`config.mk`:
```
export PLATFORM = sky130hd
export DESIGN_NAME = cdq_ctrl
export DESIGN_NICKNAME = d
export VERILOG_FILES = /design/src/hdl/cdq_pkg.sv /design/src/hdl/cdq_ctrl.sv
export SDC_FILE = /design/constraint.sdc
export NUM_CORES = 1
export LEC_CHECK = 0
export ABC_AREA = 1
export BUFFER_PORTS_ARGS = -buffer_cell sky130_fd_sc_hd__buf_2
export CORE_AREA = 8 8 45 47
export DETAILED_ROUTE_END_ITERATION = 12
export DIE_AREA = 0 0 53 55
export PLACE_DENSITY_LB_ADDON = 0.2
export SLEW_MARGIN = 15
export SYNTH_ARGS = -nofsm -noshare
export SYNTH_HDL_FRONTEND = slang
export SYNTH_SLANG_ARGS = --single-unit
```
`constraint.sdc`:
```
create_clock -name i_clk -period 1 [get_ports i_clk]
set_input_delay 0.2 -clock i_clk [delete_from_list [all_inputs] [get_ports i_clk]]
set_output_delay 0.2 -clock i_clk [all_outputs]
set_load 0.02 [all_outputs]
```
`src/hdl/cdq_pkg.sv`:
```
// Shared types and constants for the circular deque unit.
package cdq_pkg;

    // Request codes carried in the input tuser field
    localparam int REQ_W = 3;
    localparam logic [REQ_W-1:0] REQ_PUSH_FRONT = 3'd0;
    localparam logic [REQ_W-1:0] REQ_PUSH_BACK  = 3'd1;
    localparam logic [REQ_W-1:0] REQ_POP_FRONT  = 3'd2;
    localparam logic [REQ_W-1:0] REQ_POP_BACK   = 3'd3;
    localparam logic [REQ_W-1:0] REQ_QUERY      = 3'd4;

    // Field widths of the stream words
    localparam int VAL_W   = 32;
    localparam int CNT_W   = 11;
    localparam int IN_W    = 32;
    localparam int OUT_W   = 112;

    typedef enum logic [1:0] {
        ST_IDLE,
        ST_EXEC,
        ST_READ,
        ST_LOAD
    } t_state;

    typedef struct packed {
        logic take;   // latch the incoming word
        logic exec;   // apply the request to store and pointers
        logic rd;     // read front and back entries
        logic load;   // refresh cached ends and fill the output register
    } t_ctl_cmd;

    typedef struct packed {
        logic out_busy;  // output register still holds an untaken word
    } t_ctl_sts;

endpackage

```
`src/hdl/cdq_ctrl.sv`:
```
// Sequencing state machine of the circular deque unit.
module cdq_ctrl (
    input  logic                i_clk,
    input  logic                i_rst_n,
    input  logic                i_in_valid,
    output logic                o_in_ready,
    input  cdq_pkg::t_ctl_sts   i_sts,
    output cdq_pkg::t_ctl_cmd   o_cmd
);
    import cdq_pkg::*;

    t_state r_state;
    t_state n_state;

    always_ff @(posedge i_clk) begin
        if (!i_rst_n) begin
            r_state <= ST_IDLE;
        end else begin
            r_state <= n_state;
        end
    end

    always_comb begin
        n_state    = r_state;
        o_cmd      = '0;
        o_in_ready = 1'b0;
        unique case (r_state)
            ST_IDLE: begin
                // refuse words while reset is held
                o_in_ready = i_rst_n;
                if (i_in_valid && i_rst_n) begin
                    o_cmd.take = 1'b1;
                    n_state    = ST_EXEC;
                end
            end
            ST_EXEC: begin
                o_cmd.exec = 1'b1;
                n_state    = ST_READ;
            end
            ST_READ: begin
                o_cmd.rd = 1'b1;
                n_state  = ST_LOAD;
            end
            ST_LOAD: begin
                // hold until the previous result word has left
                if (!i_sts.out_busy) begin
                    o_cmd.load = 1'b1;
                    n_state    = ST_IDLE;
                end
            end
            default: n_state = ST_IDLE;
        endcase
    end

endmodule

```
==> results.md, run 1 <==
- Worst-path clk slew: 0.03 ns
- Die Y-Extent: 55 µm
- Worst Setup SP: r_state[0]
- Slew Viols, Final: 0
- Reg2Reg Setup Slack: -0.11 ns
- DR DRC count: 0
- Initial Util: 13.8%
- Avg Cell Area, Syn: 6.84 µm²
- Final min period: 1.22 ns
- Placed Instances: 56
- Max H-tree Level: 1
- Worst path required time: 0.80 ns
- Worst-Skew Late Latency: 0.22 ns
- Final instance count without filler cells: 63
- Area grow syn2layout: 142%
- Core area: 1380 µm²
- Clock skew: 0.00245 ns
- Drt initial violations: 0
- All-Layer GR Usage: 4.26%
- Slew headroom: 92.6%
- Layout cells sized above 1: 74.5%
- Die width: 53 µm
- Slowest stage cell, crit path: dfxtp_2
- Worst r2r src: r_state[0]
- Most common cell on crit path: buf_6
- Number of global-route vias before repair: 253
- Register area share after synthesis: 20.9%
- RePlAce Congestion: 0.681
- Total Nets Final: 58
- Worst Path Max Fanout: 3
- Worst slack, placed: -0.117 ns
- Final Hold Fails: 0
- Period utilisation layout: 122%
- CTS Root Buffer Type: clkbuf_4
- Total number of vias: 228
- Worst VDD drop: 775 µV
- Final setup viols: 7
- Crit Path Class: reg2out
- Crit path buffers/inverters: 3
- Largest net degree at the start of global routing: 5
- First-pass GRT wire length: 910 µm
- Post-Syn Instances: 28
- CTS tree: built
- Total wire length: 517 µm
- Io pins: 9
- Biggest register: r_state
- Power Density: 2680 nW/µm²
- Fin worst setup slack: -0.216 ns
- DR WL/cell: 8.21 µm
- Filler cells: 146
- Netlist area before placement: 191 µm²
- Status: finished, violations left
- Critical path arrival: 1.02 ns
- Worst setup EP type: primary output
- Multi-input logic area: 206 µm²
- Most frequent cells in the layout: buf_6, ha_4, buf_4
- Reg2reg path depth: 8
- Top flop regs: r_state: 2 flops
- Die Area: 2920 µm²
- Commonest non-fill, non-tap cell in the layout: buf_6
- Overflow after GRT: 0
- Largest register FFs: 2
- Worst Max-Slew Pin Slew: 0.111 ns
- ANT cells: 0
- CP Launch Type: flip-flop
- TNS Setup: -1.19 ns
- ANT nets after route: 0
- TritonCTS buffer count: 3
- Netlist cell types: 8
- Slowest cell delay on critical path: 0.35 ns
- PnR Total Power: 0.00124 W
- Clk buf depth: 2
- Reg2reg end: r_state[0]
- Fin util: 33.5%
- Rows: 14
- Initial antenna violation count: 0
- Synthesized Nets: 37
- Critical Path Sink: o_cmd[1]
- Top Family by Delay on Critical Path: flip-flops
- Reported max-cap violation count: 0
- Post-detail-place hpwl: 389 µm
- Pleak: 0.218 nW
- 1st-pass router iterations: 1
- TritonCTS Sinks: 2
- Port Buf Inserts: 8
- RSZ-0062 raised after global routing: yes
- Yosys reg bits: 2
- Instance count on the critical path: 4
- CP Cell Sequence: inv_4, buf_6, ha_4, buf_6
- Tightest Hold Check Type: in2reg
- Fmax: 0.823 GHz
- Vias per cell: 3.62
- Storage cell area: 42.5 µm²
- Failing checks: negative setup slack
- Synth Warn #: 0
cells in the mapped netlist:
cell type	number	area [µm²]
a21oi_1	2	10.0
ha_1	5	62.6
nand2_1	4	15.0
nor2_1	5	18.8
nand3_1	2	10.0
nand2_2	2	12.5
inv_1	6	22.5
dfxtp_1	2	40.0
cells by family (layout without fill, tap and decap cells):
logic type | count (synthesis) | after routing | synth area share [%]
flops | 2 | 2 | 20.9
simple gates | 13 | 13 | 29.4
buf+inv | 6 | 25 | 11.8
fa+ha+maj | 5 | 5 | 32.7
compound gates | 2 | 2 | 5.23
final cells by class:
class | instances | share of cell area, %
clock buffers | 3 | 4.86
flip-flops and latches | 2 | 9.19
repair buffers | 16 | 31.6
multi-input cells | 20 | 44.6
well taps | 16 | 4.32
inverters | 6 | 5.41
worst min-delay path: cells and delay by family:
kind,cells,cell delay (ns)
buf+inv,1,0.13
simple gates,2,0.11
through the flow:
step,cell area (µm²),hold WS (ns)
floorplan,219,0.313
global placement,309,0.476
detailed placement,309,0.475
CTS,449,0.247
global route,463,0.267
finish,463,0.261
power by group:
part           internal (W)  total, W  switching, W
Combinational      0.000499  0.000911      0.000413
Sequential         0.000120  0.000156     0.0000355
Clock              0.000132  0.000175     0.0000430
Total              0.000751   0.00124      0.000491
worst min path at each step:
stage                       start    endpoint  slack [ns]  cells past startpoint
final                     i_rst_n  r_state[1]        0.26                      3
after global routing      i_rst_n  r_state[1]        0.27                      3
after CTS                 i_rst_n  r_state[1]        0.25                      3
after detailed placement  i_rst_n  r_state[1]        0.48                      3
after global placement    i_rst_n  r_state[0]        0.48                      3
after floorplan           i_rst_n  r_state[1]        0.31                      2
per-layer routing:
metal,up-vias,track usage [%],routed length [µm],share of wire [%]
li1,121,-,-,-
met1,102,3.48,179,35
met2,5,7.42,278,54
met3,0,2.94,59,11
met4,0,2.59,0,0
met5,-,0,0,0
what timing repair did:
item,4_1_cts,5_1_grt
setup endpoints to repair,7,7
pin swaps,6,0
resized for setup,24,2
setup buffers,3,1
hold endpoints to repair,0,0
hold buffers,0,0
cloned,0,0
Power figures use the tool's default switching activity.
==> run 2: changes to the inputs <==
Settings changed: CELL_PAD_IN_SITES_DETAIL_PLACEMENT from default to 1, CELL_PAD_IN_SITES_GLOBAL_PLACEMENT from default to 1.
==> results.md, run 2 (synthesized netlist as in run 1, its figures left out) <==
- Clock skew: 0.00340 ns
- Total number of vias: 237
- Pleak: 0.223 nW
- Largest register FFs: 2
- Max H-tree Level: 1
- Tightest Hold Check Type: in2reg
- Power Density: 2750 nW/µm²
- Core area: 1380 µm²
- Reg2reg end: r_state[0]
- RePlAce Congestion: 0.737
- Fin worst setup slack: -0.248 ns
- Area grow syn2layout: 152%
- TritonCTS buffer count: 3
- Slew headroom: 91.9%
- Status: finished, violations left
- Worst Max-Slew Pin Slew: 0.120 ns
- 1st-pass router iterations: 1
- CTS tree: built
- Fmax: 0.802 GHz
- Final setup viols: 7
- Worst r2r src: r_state[0]
- Number of global-route vias before repair: 252
- Io pins: 9
- Layout cells sized above 1: 80.9%
- Worst slack, placed: -0.135 ns
- Reg2Reg Setup Slack: -0.16 ns
- First-pass GRT wire length: 1.13 mm
- ANT nets after route: 0
- Die Area: 2920 µm²
- Worst Path Max Fanout: 4
- Final instance count without filler cells: 63
- Post-detail-place hpwl: 465 µm
- CTS Root Buffer Type: clkbuf_4
- Depth of the worst hold-timing path: 3
- Worst hold endpoint: r_state[1]
- Slew Viols, Final: 0
- Period utilisation layout: 125%
- RSZ-0062 raised after global routing: yes
- Most frequent cells in the layout: buf_6, buf_4, ha_4
- Worst-Skew Late Latency: 0.22 ns
- Die Y-Extent: 55 µm
- All-Layer GR Usage: 5.56%
- Top flop regs: r_state: 2 flops
- Failing checks: negative setup slack
- Worst setup EP type: primary output
- CP Launch Type: flip-flop
- Final Hold Fails: 0
- Port Buf Inserts: 8
- Placed Instances: 56
- Worst path required time: 0.80 ns
- Crit Path Class: reg2out
- Worst-path clk slew: 0.03 ns
- Rows: 14
- WHS: 0.250 ns
- DR DRC count: 0
- ANT cells: 0
- Total Nets Final: 58
- Clk buf depth: 2
- Dpl cell area: 309 µm²
- Drt initial violations: 0
- DR WL/cell: 10.3 µm
- Final min period: 1.25 ns
- Commonest non-fill, non-tap cell in the layout: buf_6
- Largest net degree at the start of global routing: 5
- Vias per cell: 3.76
- PnR Total Power: 0.00133 W
- Total wire length: 652 µm
- Critical path arrival: 1.05 ns
- Reported max-cap violation count: 0
- Cell area after layout: 483 µm²
- Reg2reg path depth: 7
- Worst VDD drop: 755 µV
- TritonCTS Sinks: 2
- Overflow after GRT: 0
- Die width: 53 µm
- Biggest register: r_state
- Min-delay src: i_rst_n
- Initial antenna violation count: 0
- Initial Util: 13.8%
-- run 2: cell count changes in the layout (fill, tap and decap cells not counted), moves of 2 or more --
| cell | change |
|---|---|
| nand3_2 | +2 |
| dfxtp_4 | +2 |
| nand3_1 | -2 |
| dfxtp_2 | -2 |
-- run 2: through the flow --
step | utilization [%] | TNS, ns
after floorplan | - | -0.0182
after global placement | 22.3 | -0.443
after detailed placement | 22.3 | -0.530
after CTS | 32.0 | -1.48
after global routing | 34.9 | -1.71
final | 34.9 | -1.37
-- run 2: power by group --
part           internal (W)  switching [W]  total, W
clock network      0.000132      0.0000453  0.000178
registers          0.000132      0.0000685  0.000201
logic              0.000508       0.000441  0.000949
total              0.000772       0.000555   0.00133
-- run 2: worst max path at each step --
stage | startpoint | to | slack (ns) | cells past startpoint
final | r_state[0] | o_cmd[3] | -0.25 | 5
after global routing | r_state[0] | o_cmd[3] | -0.30 | 5
after CTS | r_state[0] | o_cmd[3] | -0.26 | 5
after detailed placement | r_state[1] | o_cmd[3] | -0.14 | 5
after global placement | r_state[0] | o_cmd[3] | -0.12 | 5
after floorplan | r_state[1] | o_cmd[3] | -0.02 | 4
-- run 2: cell type report --
class	count	area, µm²
Fill cell	167	901
Multi-Input combinational cell	20	223
Timing Repair Buffer	16	143
Sequential cell	2	47.5
Inverter	6	27.5
Clock buffer	3	22.5
Tap cell	16	20.0
-- run 2: worst max-delay path, cell delays in order, from the launching register on --
cell and delay (ns):
dfxtp_4 0.36, inv_4 0.08, ha_4 0.15, nand2_4 0.05, nor2_4 0.08, buf_6 0.12
-- run 2: timing repair --
| action | 4_1_cts | 5_1_grt |
|---|---|---|
| pin swaps | 6 | 5 |
| setup buffers | 3 | 2 |
| resized for setup | 24 | 8 |
| hold buffers | 0 | 0 |
| endpoints found under the setup margin | 7 | 7 |
-- run 2: routing by layer --
layer | up-vias | track usage, % | share of wire, %
met5 | - | 0 | 0
met3 | 0 | 3.74 | 10
met2 | 6 | 9.38 | 55
met4 | 0 | 5.17 | 0
met1 | 108 | 4.24 | 35
li1 | 123 | - | -
==> run 3: changes to the inputs <==
Settings changed: ABC_AREA 1 to default.
==> results.md, run 3 <==
- Worst-path clk slew: 0.03 ns
- Slowest cell delay on critical path: 0.37 ns
- TNS Setup: -1.53 ns
- Slowest stage cell, crit path: dfxtp_4
- CTS tree: built
- Commonest cells in the netlist: ha_1, inv_1, nand2_1
- Seq pwr share: 16.8%
- Register area share after synthesis: 22.1%
- Met3 Usage GRT: 2.14%
- Netlist area before placement: 181 µm²
- Most frequent cells in the layout: buf_4, buf_6, ha_4
- Rows: 14
- Post-Syn Instances: 20
- Tightest Hold Check Type: in2reg
- Total Nets Final: 49
- DR WL/cell: 11.0 µm
- ANT nets after route: 0
- Final min period: 1.25 ns
- Total wire length: 594 µm
- Yosys reg bits: 2
- Fin worst setup slack: -0.255 ns
- Clock skew: 0.00216 ns
- Comb pwr share: 69.6%
- Drt initial violations: 2
- First-pass GRT wire length: 972 µm
- Initial antenna violation count: 0
- Switch share: 38.4%
- TritonCTS Sinks: 2
- Port Buf Inserts: 8
- Failing checks: negative setup slack
- Worst Path Max Fanout: 4
- Filler cells: 173
- GR peak layer: met2
- Final instance count without filler cells: 54
- Top flop regs: r_state: 2 flops
- Netlist cell types: 10
- Worst-Skew Late Latency: 0.22 ns
- Max H-tree Level: 1
- Synth area leader: ha_1
- Reg2Reg Setup Slack: -0.19 ns
- DR DRC count: 0
- Met2 global-route usage: 7.81%
- Layout cells sized above 1: 78.9%
- Io pins: 9
- Clock network power share: 13.7%
- Final Hold Fails: 0
- Period utilisation layout: 125%
- Worst slack, placed: -0.143 ns
- Total number of vias: 196
- RePlAce Congestion: 0.741
- Crit Path Class: reg2out
- Largest register FFs: 2
- Pleak: 0.192 nW
- Largest net degree at the start of global routing: 7
- Final setup viols: 7
- Clk buf depth: 2
- Dpl cell area: 272 µm²
- Multi-input logic area: 190 µm²
- All-Layer GR Usage: 4.75%
- Crit path buffers/inverters: 2
- Biggest register: r_state
- Worst VDD drop: 1100 µV
- Fmax: 0.797 GHz
- Area grow syn2layout: 134%
- Initial Util: 13.1%
- Number of global-route vias before repair: 238
- Cell area after layout: 424 µm²
- Ys async rst share: 0%
- Switching power: 0.000487 W
- Worst path required time: 0.80 ns
- Worst setup EP type: primary output
- Die width: 53 µm
- Storage cell area: 47.5 µm²
- Post-detail-place hpwl: 453 µm
- CP Cell Sequence: inv_4, ha_4, and3_4, buf_6
- Core area: 1380 µm²
- Count leader, synth: ha_1
- Worst Max-Slew Pin Slew: 0.219 ns
- Slew Viols, Final: 0
- Synthesized Nets: 29
- Status: finished, violations left
- Vias per cell: 3.63
- 1st-pass router iterations: 2
- Die Area: 2920 µm²
- Post-synth EDFFs: 0
- Die Y-Extent: 55 µm
- Fin util: 30.7%
- RSZ-0062 raised after global routing: yes
- ANT cells: 0
- Overflow after GRT: 0
- Met1 Track Usage GR: 4.09%
- Reported max-cap violation count: 0
- Avg Cell Area, Syn: 9.07 µm²
- Top cell type's share of synthesized area: 34.5%
- Top Family by Delay on Critical Path: flip-flops
- Power Density: 2990 nW/µm²
- CP Launch Type: flip-flop
- Cell internal pwr: 0.000781 W
- Placed Instances: 47
- CTS Root Buffer Type: clkbuf_4
- # hold bufs at CTS: 0
- Synth Warn #: 0
- Synth area leaders: ha_1, dfxtp_1, mux2i_1
- Top FF cell, synth: dfxtp_1
- Slew headroom: 85.4%
- Critical path arrival: 1.05 ns
- TritonCTS buffer count: 3
[run 3: cell count changes in the layout (fill, tap and decap cells not counted), sizes merged, moves of 2 or more]
cell / before / now
nand3: 2 / 0
a21oi: 2 / 0
nor2: 5 / 0
inv: 6 / 3
mux2i: 0 / 2
nand2: 6 / 3
[run 3: area by class of cell]
cell class	instances	area share (%)
Inverter	3	3.83
Multi-Input combinational cell	15	44.8
Timing Repair Buffer	15	30.1
Tap cell	16	4.72
Clock buffer	3	5.31
Sequential cell	2	11.2
[run 3: metrics by stage]
step                      power, W  hold slack, ns
after detailed placement  0.000678           0.499
after global placement    0.000664           0.474
after CTS                  0.00119           0.292
final                      0.00127           0.298
after floorplan           0.000483           0.338
after global routing       0.00139           0.298
[run 3: what timing repair did]
action / in CTS / in global routing
hold endpoints to repair: 0 / 0
setup endpoints to repair: 7 / 7
pin swaps: 2 / 0
buffers inserted: 3 / 1
cloned: 0 / 0
gates resized for setup: 21 / 6
[run 3: routing by layer]
metal,up-vias,routed length [µm]
met5,-,0
met4,0,0
met3,0,55
met2,7,322
met1,88,216
li1,101,-
[run 3: final timing paths]
check        startpoint         end  cells after the start
min             i_rst_n  r_state[0]                      3
max          r_state[1]    o_cmd[3]                      4
max reg2reg  r_state[1]  r_state[1]                      5
min reg2reg  r_state[1]  r_state[1]                      2
[run 3: power groups by stage]
stage          Combinational [W]  Sequential, W  Clock (W)
2_1_floorplan           0.000325       0.000159          0
3_3_place_gp            0.000502       0.000162          0
3_5_place_dp            0.000513       0.000165          0
4_1_cts                 0.000834       0.000169   0.000190
5_1_grt                 0.000967       0.000220   0.000198
6_report                0.000882       0.000213   0.000173
[run 3: logic make-up (layout without fill, tap and decap cells)]
kind of cell	count (synthesis)	count (layout)	synth area share, %
and+or+nand+nor	6	6	16.6
DFF	2	2	22.1
AOI/OAI and AO/OA	2	2	9.65
buffers and inverters	3	21	6.21
muxes	2	2	11.0
adders and majority gates	5	5	34.5
[run 3: worst reg2reg max path: cells and delay by family, from the launching register on]
family / cells / cell delay [ns]
DFF: 1 / 0.37
muxes: 1 / 0.23
AOI/OAI and AO/OA: 1 / 0.18
buffers and inverters: 2 / 0.17
adders and majority gates: 1 / 0.15
